**src/rtl/core/switch_press_click_qualifier_defines.svh**
```systemverilog
// Assertion macros for the switch press/click qualifier.
// Used by the top level; expects clk and rst_n in scope.
`ifndef SWITCH_PRESS_CLICK_QUALIFIER_DEFINES_SVH
`define SWITCH_PRESS_CLICK_QUALIFIER_DEFINES_SVH

// Antecedent implies consequent in the same cycle.
`define SPCQ_ASSERT_SAME(lbl, ante, cons, msg) \
  lbl: assert property (@(posedge clk) disable iff (!rst_n) (ante) |-> (cons)) \
    else $error(msg);

// Antecedent implies consequent in the following cycle.
`define SPCQ_ASSERT_NEXT(lbl, ante, cons, msg) \
  lbl: assert property (@(posedge clk) disable iff (!rst_n) (ante) |=> (cons)) \
    else $error(msg);

`endif

```
**src/rtl/core/spcq_pkg.sv**
```systemverilog
// Shared types and constants for the switch press/click qualifier.
// No dependencies.
package spcq_pkg;

  localparam int unsigned NUM_SWITCHES_DEF = 2;
  localparam int unsigned CNT_W            = 16;
  localparam logic [CNT_W-1:0] HOLD_RESET  = 16'd70;
  localparam logic [CNT_W-1:0] IDLE_MARK   = 16'hFFFF;

  localparam logic KIND_TICK  = 1'b0;
  localparam logic KIND_QUERY = 1'b1;

  typedef enum logic [1:0] {
    ST_NONE  = 2'd0,
    ST_PUSH  = 2'd1,
    ST_CLICK = 2'd2
  } status_t;

  // Per-lane result of one step
  typedef struct packed {
    status_t status;
    logic    match;
  } lane_res_t;

  // One result item
  typedef struct packed {
    logic [1:0] status_next;
    logic [1:0] status_exe;
    logic       matched;
  } out_item_t;

endpackage

```
**src/rtl/core/spcq_lane.sv**
```systemverilog
// One switch lane: hold counter, status and previous status.
// Depends on spcq_pkg.
module spcq_lane (
  input  logic                        clk,
  input  logic                        rst_n,
  input  logic                        step,
  input  logic                        kind,
  input  logic                        pin,
  input  logic                        sel_hit,
  input  logic [1:0]                  asked_status,
  input  logic [spcq_pkg::CNT_W-1:0]  hold_ticks,
  output spcq_pkg::lane_res_t         res
);
  import spcq_pkg::*;

  logic [CNT_W-1:0] cnt_r, cnt_nxt;
  status_t          st_r, st_nxt;
  status_t          prev_r, prev_nxt;

  logic [CNT_W-1:0] cnt_run;
  status_t          st_tick;
  logic             hit;

  always_comb begin
    cnt_run = cnt_r;
    st_tick = st_r;
    if (pin == 1'b0) begin
      // pressed: arm counter on first tick, declare push at zero
      cnt_run = (cnt_r == IDLE_MARK) ? hold_ticks : cnt_r;
      if (cnt_run == '0) begin
        st_tick = ST_PUSH;
      end
    end else begin
      cnt_run = IDLE_MARK;
      st_tick = (prev_r == ST_PUSH) ? ST_CLICK : ST_NONE;
    end
  end

  assign hit = sel_hit && (st_r == status_t'(asked_status));

  always_comb begin
    cnt_nxt  = cnt_r;
    st_nxt   = st_r;
    prev_nxt = prev_r;
    if (step) begin
      if (kind == KIND_TICK) begin
        st_nxt   = st_tick;
        prev_nxt = st_tick;
        cnt_nxt  = (cnt_run != '0 && cnt_run != IDLE_MARK) ? cnt_run - 1'b1 : cnt_run;
      end else if (hit && st_r == ST_CLICK) begin
        // read-once click; previous status keeps click
        st_nxt = ST_NONE;
      end
    end
  end

  always_ff @(posedge clk) begin
    if (!rst_n) begin
      cnt_r  <= IDLE_MARK;
      st_r   <= ST_NONE;
      prev_r <= ST_NONE;
    end else begin
      cnt_r  <= cnt_nxt;
      st_r   <= st_nxt;
      prev_r <= prev_nxt;
    end
  end

  assign res.status = st_nxt;
  assign res.match  = (kind == KIND_QUERY) && hit;

endmodule

```
**src/rtl/core/spcq_merge.sv**
```systemverilog
// Merge stage: combines lane results into one result item.
// Depends on spcq_pkg.
module spcq_merge #(
  parameter int unsigned NUM_SWITCHES = spcq_pkg::NUM_SWITCHES_DEF
) (
  input  spcq_pkg::lane_res_t lane_res [NUM_SWITCHES],
  output spcq_pkg::out_item_t item
);
  import spcq_pkg::*;

  logic any_match;

  always_comb begin
    any_match = 1'b0;
    for (int i = 0; i < NUM_SWITCHES; i++) begin
      any_match = any_match | lane_res[i].match;
    end
  end

  assign item.status_next = lane_res[0].status;
  assign item.matched     = any_match;

  generate
    if (NUM_SWITCHES >= 2) begin : g_exe
      assign item.status_exe = lane_res[1].status;
    end else begin : g_no_exe
      assign item.status_exe = ST_NONE;
    end
  endgenerate

endmodule

```
**src/rtl/core/spcq_skid.sv**
```systemverilog
// Output register with skid stage; stall toward the source is registered.
// Depends on spcq_pkg.
module spcq_skid (
  input  logic                clk,
  input  logic                rst_n,
  input  logic                push,
  input  spcq_pkg::out_item_t push_item,
  output logic                full,
  output logic                out_valid,
  input  logic                out_stall,
  output spcq_pkg::out_item_t out_item
);
  import spcq_pkg::*;

  logic      main_v_r, main_v_nxt;
  logic      skid_v_r, skid_v_nxt;
  out_item_t main_r, main_nxt;
  out_item_t skid_r, skid_nxt;
  logic      take;

  assign take = main_v_r && !out_stall;

  always_comb begin
    main_v_nxt = main_v_r;
    skid_v_nxt = skid_v_r;
    main_nxt   = main_r;
    skid_nxt   = skid_r;
    if (push) begin
      if (main_v_r && !take) begin
        // park the transfer behind the waiting result
        skid_nxt   = push_item;
        skid_v_nxt = 1'b1;
      end else begin
        main_nxt   = push_item;
        main_v_nxt = 1'b1;
      end
    end else if (take) begin
      if (skid_v_r) begin
        main_nxt   = skid_r;
        skid_v_nxt = 1'b0;
      end else begin
        main_v_nxt = 1'b0;
      end
    end
  end

  always_ff @(posedge clk) begin
    if (!rst_n) begin
      main_v_r <= 1'b0;
      skid_v_r <= 1'b0;
    end else begin
      main_v_r <= main_v_nxt;
      skid_v_r <= skid_v_nxt;
    end
  end

  always_ff @(posedge clk) begin
    main_r <= main_nxt;
    skid_r <= skid_nxt;
  end

  assign full      = skid_v_r;
  assign out_valid = main_v_r;
  assign out_item  = main_r;

endmodule

```
**src/rtl/core/switch_press_click_qualifier.sv**
```systemverilog
// Switch press/click qualifier: one lane per switch, merged into one result.
// Each input transfer's result is registered in the output buffer.
// Throughput: one item per cycle unless stalled; a two-entry output buffer
// keeps input open while one result waits; stall rises only once both are full.
// Reset (synchronous, rst_n low): counters idle, statuses none, hold_ticks 70.
// Configuration writes are always ready; a write of 0xFFFF stores 0xFFFE.
`include "switch_press_click_qualifier_defines.svh"

module switch_press_click_qualifier #(
  parameter int unsigned NUM_SWITCHES = spcq_pkg::NUM_SWITCHES_DEF
) (
  input  logic        clk,
  input  logic        rst_n,
  input  logic        in_valid,
  output logic        in_stall,
  input  logic        in_kind,
  input  logic [1:0]  in_pin_levels,
  input  logic        in_switch_sel,
  input  logic [1:0]  in_asked_status,
  output logic        out_valid,
  input  logic        out_stall,
  output logic [1:0]  out_status_next,
  output logic [1:0]  out_status_exe,
  output logic        out_matched,
  input  logic        cfg_valid,
  output logic        cfg_ready,
  input  logic [15:0] cfg_data
);
  import spcq_pkg::*;

  logic [CNT_W-1:0] hold_ticks_r, hold_ticks_nxt;
  logic             step;
  logic             buf_full;
  lane_res_t        lane_res [NUM_SWITCHES];
  out_item_t        res_item;
  out_item_t        out_item;

  assign cfg_ready = 1'b1;

  always_comb begin
    hold_ticks_nxt = hold_ticks_r;
    if (cfg_valid && cfg_ready) begin
      // keep a loaded threshold distinct from the idle marker
      hold_ticks_nxt = (cfg_data == IDLE_MARK) ? IDLE_MARK - 1'b1 : cfg_data;
    end
  end

  always_ff @(posedge clk) begin
    if (!rst_n) begin
      hold_ticks_r <= HOLD_RESET;
    end else begin
      hold_ticks_r <= hold_ticks_nxt;
    end
  end

  assign in_stall = buf_full;
  assign step     = in_valid && !in_stall;

  generate
    for (genvar i = 0; i < NUM_SWITCHES; i++) begin : g_lane
      logic pin;
      logic sel_hit;
      if (i < 2) begin : g_pin
        assign pin     = in_pin_levels[i];
        assign sel_hit = (in_switch_sel == 1'(i));
      end else begin : g_nopin
        // no pin bit: reads as pressed; never selectable by a query
        assign pin     = 1'b0;
        assign sel_hit = 1'b0;
      end
      spcq_lane u_lane (
        .clk          (clk),
        .rst_n        (rst_n),
        .step         (step),
        .kind         (in_kind),
        .pin          (pin),
        .sel_hit      (sel_hit),
        .asked_status (in_asked_status),
        .hold_ticks   (hold_ticks_r),
        .res          (lane_res[i])
      );
    end
  endgenerate

  spcq_merge #(
    .NUM_SWITCHES (NUM_SWITCHES)
  ) u_merge (
    .lane_res (lane_res),
    .item     (res_item)
  );

  spcq_skid u_skid (
    .clk       (clk),
    .rst_n     (rst_n),
    .push      (step),
    .push_item (res_item),
    .full      (buf_full),
    .out_valid (out_valid),
    .out_stall (out_stall),
    .out_item  (out_item)
  );

  assign out_status_next = out_item.status_next;
  assign out_status_exe  = out_item.status_exe;
  assign out_matched     = out_item.matched;

  `SPCQ_ASSERT_SAME(a_stall_needs_result, in_stall, out_valid, "stall without held result")
  `SPCQ_ASSERT_SAME(a_tick_no_match, step && in_kind == KIND_TICK, !res_item.matched, "tick matched")
  `SPCQ_ASSERT_SAME(a_code3_no_match, step && in_asked_status == 2'd3, !res_item.matched,
                    "asked status three matched")
  `SPCQ_ASSERT_NEXT(a_hold_not_idle, 1'b1, hold_ticks_r != IDLE_MARK, "threshold equals idle marker")

endmodule
```
**config.mk**
```make
export PLATFORM = sky130hd
export DESIGN_NAME = switch_press_click_qualifier
export DESIGN_NICKNAME = d
export VERILOG_FILES = /design/src/rtl/core/spcq_pkg.sv /design/src/rtl/core/spcq_lane.sv /design/src/rtl/core/spcq_merge.sv /design/src/rtl/core/spcq_skid.sv /design/src/rtl/core/switch_press_click_qualifier.sv
export VERILOG_INCLUDE_DIRS = /design/src /design/src/rtl/core
export SDC_FILE = /design/constraint.sdc
export NUM_CORES = 1
export LEC_CHECK = 0
export BUFFER_PORTS_ARGS = -buffer_cell sky130_fd_sc_hd__buf_2
export CAP_MARGIN = 25
export CORE_MARGIN = 1.5
export CORE_UTILIZATION = 30
export DETAILED_ROUTE_END_ITERATION = 12
export GPL_TIMING_DRIVEN = 0
export PLACE_DENSITY = 0.46
export SKIP_LAST_GASP = 1
export SLEW_MARGIN = 20
export SYNTH_ARGS = -nofsm -noshare
export SYNTH_HDL_FRONTEND = slang
export SYNTH_SLANG_ARGS = --single-unit
```
**constraint.sdc**
```tcl
create_clock -name clk -period 2.8 [get_ports clk]
set_input_delay 0.56 -clock clk [delete_from_list [all_inputs] [get_ports clk]]
set_output_delay 0.56 -clock clk [all_outputs]
set_load 0.01 [all_outputs]
```
# After elaboration in Yosys (flattened, before gate mapping)
# Index checks and enable logic that the tools add are counted.
[word_totals] out_inout_bits=8 input_bits=27 mem_bits_ro=0 latch_bits=0 ramBits=0 word_cells=89 reg_bits=68 mem_count=0
[classes] n_eq_ne=14 n_mux=30 n_reduce_logical=25 bitwise=3 mul=0 div_mod_pow=0 magnitude_cmp=0 n_addsub=2 shift=0
[ops] op="2-to-1 mux 16 bit" count=7
[ops] op="== test 16 bit (second input constant)" count=3
[ops] op="zero test 16 bit" count=2
[ops] op="!= test 16 bit (second input constant)" count=2
[ops] op="nonzero test 16 bit" count=2
[ops] op="subtractor 16 x 1 -> 16 bit (second input constant)" count=2
[ops] op="2-to-1 mux 2 bit" count=12
[ops] op="2-to-1 mux 5 bit" count=4
[ops] op="logical AND 1 bit" count=11
[ops] op="2-to-1 mux 1 bit" count=7
[ops] op="AND reduction 2 bit" count=3
[ops] op="AND reduction 3 bit" count=2
[ops] op="== test 2 x 1 -> 1 bit (second input constant)" count=2
[ops] op="== test 2 bit" count=2
[ops] op="== test 2 bit (second input constant)" count=2
[ops] op="!= test 2 bit (second input constant)" count=2
[ops] op="nonzero test 2 bit" count=2
[ops] op="zero test 1 bit" count=3
[ops] op="!= test 2 x 1 -> 1 bit (second input constant)" count=1
[ops] op="inverter 1 bit" count=2
[ops] op="OR 1 bit" count=1

# Depth between registers and ports, before layout
[depth] ltp_word=9 ltp_mapped=15 mapped_depth_nobuf=13

# Cells and area by module
# Synthesis repeated with hierarchy kept, for this count alone.
[hier_totals] cells_unflattened=577 area_unflattened_um2=4830.9
[by_module_without_submodules] module="spcq_lane at g_lane[1].u_lane" instances=1 area_per_inst_um2=1853.0 seq_area_each_um2=400.4 cells_per_inst=242
[by_module_without_submodules] module="spcq_lane at g_lane[0].u_lane" instances=1 area_per_inst_um2=1803.0 seq_area_each_um2=400.4 cells_per_inst=241
[by_module_without_submodules] module="switch_press_click_qualifier" instances=1 area_per_inst_um2=660.6 seq_area_each_um2=320.3 cells_per_inst=61
[by_module_without_submodules] module="spcq_skid" instances=1 area_per_inst_um2=470.5 seq_area_each_um2=340.3 cells_per_inst=27
[by_module_without_submodules] module="spcq_merge" instances=1 area_per_inst_um2=43.8 seq_area_each_um2=0.0 cells_per_inst=6

# Least setup slack after synthesis
# No wires, ideal clock.
[synth_path] path_kind="flip-flop to flip-flop" startpoint="register g_lane[0].u_lane.cnt_r[10]" endpoint="register g_lane[0].u_lane.cnt_r[8]" setup_slack_ps=-339 n_path_buf=2 period_less_slack_ps=3139 t_arrival_ps=3016 t_required_ps=2678 setup_time_ps=122 stages_incl_launch_ff=13 path_cell_list="dfxtp_1 -> clkbuf_1 -> nand4_1 -> or4_1 -> clkbuf_1 -> or3_1 -> a21oi_1 -> ha_1 -> nand3_1 -> a31oi_1 -> and3_1 -> a31oi_1 -> a311o_1"
[synth_between] elab_chain_cells=6 elab_cells_between_ends=8 cone_classes="add/sub: 1; eq/ne: 2; mux: 3; reduce/logical: 2"
[synth_lines] element="from (decl)" line="spcq_lane.sv:16" rtl="logic [CNT_W-1:0] cnt_r, cnt_nxt;"
[synth_lines] element="from (signal assigned)" line="spcq_lane.sv:63" rtl="cnt_r <= cnt_nxt;"
[synth_lines] element="== test 16 bit" line="spcq_lane.sv:29" rtl="cnt_run = (cnt_r == IDLE_MARK) ? hold_ticks : cnt_r;"
[synth_lines] element="2-to-1 mux 16 bit (*)" line="spcq_lane.sv:29"
[synth_lines] element="2-to-1 mux 16 bit (*)" line="spcq_lane.sv:27" rtl="if (pin == 1'b0) begin"
[synth_lines] element="parallel branches: the longest is 2 deep, another holds subtractor 16 x 1 -> 16 bit"
[synth_lines] element="2-to-1 mux 16 bit (*)" line="spcq_lane.sv:49" rtl="cnt_nxt = (cnt_run != '0 && cnt_run != IDLE_MARK) ? cnt_run - 1'b1 : cnt_run;"
# Mark *: on every way between the ends.
# A chain may end at the register's enable or synchronous reset.

# Final worst setup path
# Same ends and word-level chain as after synthesis.

==> impl_metrics.csv <==
group,metric,value,unit
status,status,"finished with violations",
floorplanning,start_util,30.84,%
floorplanning,die_x,125.2,um
synthesis,async_reset_ff_share,0,%
run,maxCapViolCount,0,
setup_path,r2r_slack,-0.30,ns
global_route,grt_usage,21.62,%
cts,htree_levels,3,
setup_path,crit_arrival,3.33,ns
setup_path,cp_slowest_cell,"or4_4",
setup_path,start_kind,"flip-flop",
final_layout,final_nets,688,
synthesis,syn_nets,593,
pwr,p_leak,2.393,nW
floorplanning,coreArea,0.01453,mm2
setup_path,end_kind,"flip-flop",
placed_design,post-dp-hpwl,11.43,mm
route,dr_wl_met3,772,um
floorplanning,num_rows,44,
sta,finalHoldViolations,0,
pwr,peakVddDrop,292.6,uV
final_layout,antennaDiodeCount,0,
synthesis,ys.warnings.count,0,
route,dr.first_iter.drc_count,341,
synthesis,yosys.area.top_type,"dfxtp_1",
setup_path,cp_max_fo,5,
setup_path,crit_chain,"buf_8 -> nand4_1 -> or4_4 -> or3_4 -> a21oi_4 -> ha_4 -> and4bb_4 -> buf_12 -> a31oi_4 -> and3_4 -> a311o_1",
synthesis,ys.flop_type,"dfxtp_1",
route,drt-pass1-iter-count,5,
synthesis,ys_seq_area_share,32.61,%
cts,clockBufferDepth,2,
pwr,fin_total_pwr,3.241,mW
placed_design,pre_cts_ws,-0.8132,ns
sta,setup_ws,-0.2988,ns
pwr,power.density,524.5,mW/mm2
synthesis,synthTopCellsByCount,"72 x nand2_1, 58 x dfxtp_1, 46 x nor2_1",
cts,root_buffer,"clkbuf_16",
sta,finalSetupViolCount,36,
floorplanning,die_y,125.2,um
synthesis,yosysTopAreaCellShare,25.91,%
setup_path,critPathMaxStageDelay,0.59,ns
cts,clkLatencyLatePin,0.35,ns
route,routed_via_density,5.677,
cts,clock-sinks,68,
hold_path,worstHoldStart,"cfg_data[1]",
synthesis,ys_ff_latch,68,
placed_design,gp_congestion,0.9318,
route,route.vias.total,4791,
global_route,grt-ovfl-total,0,
sta,fin_crit,3.099,ns
hold_path,holdPathStages,3,
synthesis,synth.most_common_cell,"nand2_1",
synthesis,yosys.cell_types.count,74,
route,drt.antenna.violating_nets,0,
setup_path,worstSetupPathType,"flip-flop to flip-flop",
status,violations,"negative setup slack",
synthesis,synth_edf_count,10,
setup_path,rr_worst_depth,11,
cts,clk_pin_slew,0.06,ns
cts,numCtsBuffers,9,
synthesis,postSynthCellCount,560,
final_layout,area_delta_synth_final,37.86,%
sta,relSlewSlack,49.90,%
sta,clock.fmax,322.7,MHz
cts,cts_tree,"built",
global_route,grt_pass1_vias,4791,
cts,postCtsHoldBufs,0,
sta,timing.hold.ws,0.4546,ns
sta,rsz0062_at_grt,"yes",
sta,finClkSkew,0.009870,ns
final_layout,multiInputGateArea,0.003259,mm2
synthesis,yosys-top-cells-area,"dfxtp_1 26%, edfxtp_1 6.7%, nand2_1 6.0%",
global_route,grt_max_degree,12,
route,wl_met1,7.409,mm
hold_path,hold_end,"hold_ticks_r[1]$_SDFFE_PN1P_",
sta,layout_worst_path_cycle_share,110.7,%
global_route,grt_pass1_wl,26.37,mm
hold_path,min_path_type,"input port to flip-flop",
final_layout,regArea,0.001526,mm2
sta,drv_slew,0,
floorplanning,io_pins,35,
setup_path,r2r-start,"g_lane[0].u_lane.cnt_r[10]$_SDFFE_PN1P_",
sta,tightest_slew,0.7515,ns
global_route,antenna_found_initial,0,
setup_path,r2r_end,"g_lane[0].u_lane.cnt_r[8]$_SDFFE_PN1P_",
floorplanning,die_area,0.01568,mm2
setup_path,cp.required,3.03,ns
synthesis,syn-cell-area,0.004482,mm2
placed_design,port_buffers,31,
route,totalWireLength,16.91,mm
route,met2_length,8.234,mm
route,drc,0,
route,top_layer,"met4",
final_layout,drive_gt1_share,31.82,%
final_layout,fill_cells,1506,
route,wl_per_cell,20.04,um
synthesis,syn_avg_cell_area,8.003,um2
-- kinds of logic after synthesis --
group                    count (synthesis)  synth area share (%)
AO/OA/AOI/OAI                          142                 22.33
XOR/XNOR                                20                 3.908
adder cells (fa/ha/maj)                  6                 1.675
buffers and inverters                   48                 4.299
flip-flops                              68                 32.61
multiplexers                            26                 6.058
other                                    1               0.08367
AND/OR/NAND/NOR                        249                 29.03
-- power breakdown --
group,internal [mW],total (mW),switching (mW)
Clock,0.788,1.23,0.440
Sequential,1.04,1.11,0.0693
Combinational,0.398,0.902,0.504
-- registers in the layout, indices dropped and copies added (netlist names) --
register,flops
g_lane.u_lane.st_r,4
u_skid.skid_r,5
hold_ticks_r,16
g_lane.u_lane.cnt_r,32
u_skid.full,1
u_skid.out_valid,1
u_skid.out_item,5
g_lane.u_lane.prev_r,4
-- through the flow --
stage,instances,setup TNS (ns),util [%],cell area (um2)
floorplan,560,-0.6314,-,4577
global placement,775,-16.65,34.14,4962
detailed placement,775,-17.74,34.14,4962
CTS,825,-8.646,39.88,5796
global route,844,-11.76,42.51,6178
finish,844,-7.200,42.51,6178
-- metal layers --
metal / up-vias / global-route usage [%]
met4: 0 / 9.693
li1: 2264 / -
met5: - / 0
met1: 2339 / 27.02
met2: 147 / 35.65
met3: 41 / 4.792
-- layout make-up --
class                   instances  area share, %
inverters                       9         0.5873
well taps                     184          3.726
multi-input cells             444          52.75
plain buffers                  38          3.260
clock inverters                 1         0.4860
flip-flops and latches         68          24.71
repair buffers                 85          9.822
clock buffers                  15          4.658
-- how the worst max path moves through the flow --
stage / from / slack (ns) / to
6_report: g_lane[0].u_lane.cnt_r[10]$_SDFFE_PN1P_ / -0.30 / g_lane[0].u_lane.cnt_r[8]$_SDFFE_PN1P_
5_1_grt: g_lane[1].u_lane.cnt_r[10]$_SDFFE_PN1P_ / -0.42 / g_lane[1].u_lane.cnt_r[15]$_SDFFE_PN1P_
4_1_cts: g_lane[0].u_lane.cnt_r[7]$_SDFFE_PN1P_ / -0.33 / g_lane[0].u_lane.cnt_r[8]$_SDFFE_PN1P_
3_5_place_dp: in_pin_levels[1] / -0.81 / g_lane[1].u_lane.cnt_r[2]$_SDFFE_PN1P_
3_3_place_gp: in_pin_levels[1] / -0.81 / g_lane[1].u_lane.cnt_r[2]$_SDFFE_PN1P_
2_1_floorplan: g_lane[0].u_lane.cnt_r[8]$_SDFFE_PN1P_ / -0.15 / g_lane[0].u_lane.cnt_r[1]$_SDFFE_PN1P_
-- cells in the final DEF (no fill, tap or decap), drive strengths merged, types with 7 or more instances in the layout --
cell / count
xor2: 9
inv: 9
or3: 10
nor2b: 14
clkbuf: 48
nand2: 73
nor4: 7
a31oi: 7
xnor2: 11
dfxtp: 58
nor3: 18
nand2b: 9
and3: 7
o211ai: 22
buf: 90
o32ai: 8
nand3: 22
a21oi: 29
mux2i: 20
o21ai: 29
o22ai: 9
edfxtp: 10
nand4: 15
nor2: 46
-- worst max-delay path, delay by kind of cell (launching register included) --
| family | cells | cell delay, ns |
|---|---|---|
| AND/OR/NAND/NOR | 5 | 1.69 |
| AO/OA/AOI/OAI | 3 | 0.55 |
| flip-flops | 1 | 0.33 |
| buffers and inverters | 2 | 0.23 |
| adder cells (fa/ha/maj) | 1 | 0.17 |
-- what timing repair did --
item                                    CTS  global route
resized for setup                        64            59
setup buffers                            34            22
pin swaps                                22            27
endpoints found under the setup margin   44            46
cloned                                    0             0
Power figures use the tool's default switching activity.
